## src/rtl/spla_pkg.sv

```systemverilog
`timescale 1ns / 1ps
`default_nettype none
// ----------------------------------------------------------------------------
// spla_pkg: shared types and constants for the Poisson log-likelihood block
// Holds the operation codes, field widths and the queue entry type.
// ----------------------------------------------------------------------------
package spla_pkg;

  localparam int MAX_COUNT_DEF = 1024;
  localparam int FRAC_BITS_DEF = 16;

  localparam int CNT_W   = 10;
  localparam int VAL_W   = 24;
  localparam int LF_W    = 29;
  localparam int ACC_W   = 48;
  localparam int RATIO_W = 48;

  localparam logic OP_ACCUM = 1'b0;
  localparam logic OP_LOAD  = 1'b1;

  localparam logic [31:0] LN2_Q32 = 32'd2977044472;

  // One classified beat handed from the front end to the datapath.
  typedef struct packed {
    logic             use_term;
    logic             last;
    logic [CNT_W-1:0] count;
    logic [VAL_W-1:0] slice;
    logic [VAL_W-1:0] scale;
  } spla_job_t;

endpackage : spla_pkg
`default_nettype wire

```

## src/rtl/spla_front.sv

```systemverilog
`timescale 1ns / 1ps
`default_nettype none
// ----------------------------------------------------------------------------
// spla_front: input classifier
// Takes input beats, writes table loads, queues accumulate jobs.
// ----------------------------------------------------------------------------
module spla_front
  import spla_pkg::*;
#(
  parameter int MAX_COUNT = MAX_COUNT_DEF,
  parameter int DEPTH     = 4
) (
  input  wire logic                          clk,
  input  wire logic                          rst_n,
  input  wire logic                          in_valid,
  output logic                               in_ready,
  input  wire logic                          op,
  input  wire logic                          masked,
  input  wire logic [CNT_W-1:0]              count,
  input  wire logic [VAL_W-1:0]              slice,
  input  wire logic [VAL_W-1:0]              scale,
  input  wire logic [LF_W-1:0]               lf_value,
  input  wire logic                          last,
  output logic                               tbl_we,
  output logic [$clog2(MAX_COUNT)-1:0]       tbl_waddr,
  output logic [LF_W-1:0]                    tbl_wdata,
  output logic                               job_valid,
  input  wire logic                          job_take,
  output spla_job_t                          job
);
  localparam int AW = $clog2(MAX_COUNT);
  localparam int PW = $clog2(DEPTH);

  spla_job_t        q_r [DEPTH];
  logic [PW-1:0]    wp_r, rp_r;
  logic [PW:0]      cnt_r;
  logic             acc_in;

  // A table load waits until every queued pixel has read its table entry.
  assign in_ready  = (cnt_r != (PW+1)'(DEPTH)) &&
                     ((op == OP_ACCUM) || (cnt_r == '0));
  assign acc_in    = in_valid && in_ready && (op == OP_ACCUM);
  assign tbl_we    = in_valid && in_ready && (op == OP_LOAD) &&
                     ({{(32-CNT_W){1'b0}}, count} < MAX_COUNT);
  assign tbl_waddr = AW'(count);
  assign tbl_wdata = lf_value;
  assign job_valid = (cnt_r != '0);
  assign job       = q_r[rp_r];

  always_ff @(posedge clk) begin
    if (acc_in) begin
      q_r[wp_r] <= '{use_term: !masked && (slice != '0), last: last,
                     count: count, slice: slice, scale: scale};
    end
  end

  always_ff @(posedge clk) begin
    if (!rst_n) begin
      wp_r  <= '0;
      rp_r  <= '0;
      cnt_r <= '0;
    end else begin
      if (acc_in) wp_r <= PW'(wp_r + 1'b1);
      if (job_take) rp_r <= PW'(rp_r + 1'b1);
      cnt_r <= cnt_r + (PW+1)'(acc_in) - (PW+1)'(job_take);
    end
  end
endmodule : spla_front
`default_nettype wire

```

## config.mk

```make
export PLATFORM = sky130hd
export DESIGN_NAME = spla_front
export DESIGN_NICKNAME = d
export VERILOG_FILES = /design/src/rtl/spla_pkg.sv /design/src/rtl/spla_front.sv
export SDC_FILE = /design/constraint.sdc
export NUM_CORES = 1
export LEC_CHECK = 0
export BUFFER_PORTS_ARGS = -buffer_cell sky130_fd_sc_hd__buf_2
export CAP_MARGIN = 20
export CELL_PAD_IN_SITES_DETAIL_PLACEMENT = 1
export CELL_PAD_IN_SITES_GLOBAL_PLACEMENT = 2
export CORE_UTILIZATION = 40
export CTS_BUF_LIST = sky130_fd_sc_hd__clkbuf_8
export DETAILED_ROUTE_END_ITERATION = 16
export GPL_TIMING_DRIVEN = 0
export PLACE_DENSITY_LB_ADDON = 0.25
export SLEW_MARGIN = 40
export SYNTH_ARGS = -nofsm -noshare
export SYNTH_HDL_FRONTEND = slang
export SYNTH_SLANG_ARGS = --single-unit
```

## constraint.sdc

```tcl
create_clock -name clk -period 5.7 [get_ports clk]
set_input_delay 0.57 -clock clk [delete_from_list [all_inputs] [get_ports clk]]
set_output_delay 0.57 -clock clk [all_outputs]
set_load 0.01 [all_outputs]
```

==> reports/metrics.yaml <==
outcome: "finished clean"
setup_tns_ns: 0
synth_top_family_by_area: "multiplexers"
dieArea_um2: 24500
synth_compound_area_frac: 0.00354
drc: 0
htree_levels: 2
netlist_area_um2: 9540
fillers: 2247
fin_crit_ns: 2.65
synth_fp_nets: 515
globalRouteOverflowTotal: 0
final_common_cell: "edfxtp_1"
critPathKind: "flop to output port"
drt-initial-drc-count: 236
endpoint_kind: "output port"
hold_path_class: "input pin to flop"
netlist_top_cells_area: "edfxtp_1 76%, mux4_2 14%, buf_4 3.1%"
slew_viol_final: 0
wl_per_cell_um: 19.3
gp_congestion: 0.704
cts_resized: 0
clkLatencyLatePin_ns: 0.52
core_um2: 23400
slowest_delay_ns: 0.38
antenna_found_initial: 1
cts.sinks: 249
crit_fanout: 10
ir_drop_mv: 0.155
finalCritPeriodShare: 0.466
maxCapViolations: 0
clk_pin_slew_ns: 0.06
clockBufferDepth: 3
synthAdderAreaFrac: 0.00996
path_depth: 4
cts_setup_buffers: 0
rows: 56
reg2reg_from: "cnt_r[1]"
crit_buf_inv: 3
yosysUniqueCellTypes: 30
chipHeight_um: 156
die_w_um: 156
synth_cells: 414
powerDensity_nw_per_um2: 341
yosysTopAreaCell: "edfxtp_1"
vias: 4737
yosys_warnings: 0
finClkSkew_ns: 0.0199
numCtsBuffers: 42
hold_buffers: 0
timing.fmax_ghz: 0.377
synth_xor_xnor_area_share: 0.00275
synth_top_area_frac: 0.755
grt_pass1_wl_um: 27800
tritoncts: "done"
p_total_mw: 3.99
worstPathArrival_ns: 2.08
start_util: 0.408
worstHoldStart: "scale[0]"
rsz0062_at_grt: "no"
io_buffers: 166
seq_area_frac_synth: 0.774
ant_nets: 0
clock-root-buffer: "clkbuf_8"
place_hpwl_um: 12600
grt_pass1_vias: 5173
critPathSlowestCell: "mux4_2"
ios: 196
startpoint_type: "flop"
drt-total-wl_um: 18800
yosys.area_share.simple: 0.0178
seqCellArea_um2: 7390
firstDrtPassIters: 5
setup_viol_count_final: 0
grt_max_degree: 26
relSlewSlack: 0.662
finalNetCount: 733
final_hold_viol_count: 0
critical_path_required_ns: 5.13
via_per_inst: 4.86
grtUsageTotal: 0.155
syn_area_per_cell_um2: 23.1
multi_input_area_um2: 1700
crit_top_cell: "buf_2"
critPathTopFamily: "buffers and inverters"
synthMuxAreaShare: 0.142
syn2layout_area_growth_pct: 22.4
drive_above_1_share: 0.516
rr_worst_depth: 11
hold_depth: 1
worstMarginPinSlew_ns: 0.506
final_cell_mix: "240 x edfxtp_1, 172 x buf_2, 60 x mux4_2"
synth-seq-cells: 249
power.leakage_nw: 4.15
path_cells: "buf_1 -> buf_2 -> mux4_2 -> buf_2"
[flip-flops by register name, summed over array words and instances, names as in the netlist, named ones only]
| register | cells |
|---|---|
| q_r | 240 |
| cnt_r | 3 |
| rp_r | 2 |
| wp_r | 2 |
[worst reg2reg max path, stage by stage (launching register included)]
cell     delay, ns
dfxtp_1       0.38
nor3b_1       0.46
nor2_1        0.11
inv_1         0.08
ha_1          0.22
inv_1         0.06
ha_1          0.13
inv_1         0.05
fa_1          0.40
xor2_1        0.17
and2_1        0.16
nor3_1        0.12
[metrics by stage]
step                      hold WS (ns)  std cells  worst slack [ns]   util  instance area [um^2]
after floorplan                  0.484        414              2.96      -                  9540
after global placement           0.498        899              1.56  0.460                 10800
after detailed placement         0.526        907              3.21  0.468                 11000
after CTS                        0.237        974              2.97  0.499                 11700
after global routing             0.240        975              2.93  0.499                 11700
final                            0.272        975              3.05  0.499                 11700
[metal layers]
layer  track usage  up-vias  part of all wire
met5             0        -                 0
met4        0.0532        0             0.022
met3        0.0382       39             0.061
met2         0.274      172              0.51
met1         0.184     2413              0.41
li1              -     2113                 -
[kinds of logic (layout without fill, tap and decap cells)]
kind of cell | after synthesis | after routing
buffers and inverters | 59 | 300
other | 0 | 1
muxes | 60 | 60
and+or+nand+nor | 30 | 30
adders and majority gates | 7 | 7
DFF | 249 | 249
xor gates and xnor gates | 3 | 3
AOI/OAI and AO/OA | 6 | 6
[area by class of cell]
cell class / instances / area share
clock inverters: 24 / 0.0105
clock buffers: 43 / 0.0507
inverters: 6 / 0.00193
repair buffers: 174 / 0.0855
diodes: 1 / 0.000214
flip-flops and latches: 249 / 0.633
plain buffers: 53 / 0.0392
well taps: 319 / 0.0342
multi-input cells: 106 / 0.145
[path summary, 6_finish.rpt]
kind / endpoint / slack (ns)
worst max-delay path: job[40] / 3.05
worst min-delay path: q_r[1][0] / 0.27
worst max register to register: cnt_r[2] / 3.32
worst min register to register: wp_r[1] / 0.53
[cell usage after synthesis]
master,n
edfxtp_1,240
mux4_2,60
buf_4,39
dfxtp_1,9
nor2_1,7
buf_12,6
buf_2,6
ha_1,6
inv_1,6
nor4_1,6
and3_1,5
a21oi_1,2
and2_1,2
nand3_1,2
o21ai_0,2
xor2_1,2
a31oi_1,1
and4_1,1
buf_1,1
buf_6,1
fa_1,1
nand2_1,1
nand2b_1,1
nor2b_1,1
nor3_1,1
nor3b_1,1
o21a_1,1
or3_1,1
or3b_2,1
xnor2_1,1
[report_power, final]
part | total, mW | internal, mW | switching (mW)
logic | 0.503 | 0.245 | 0.258
clock network | 1.37 | 0.734 | 0.633
registers | 2.12 | 2.09 | 0.0252
total | 3.99 | 3.07 | 0.916
(Power assumes the default switching activity.)
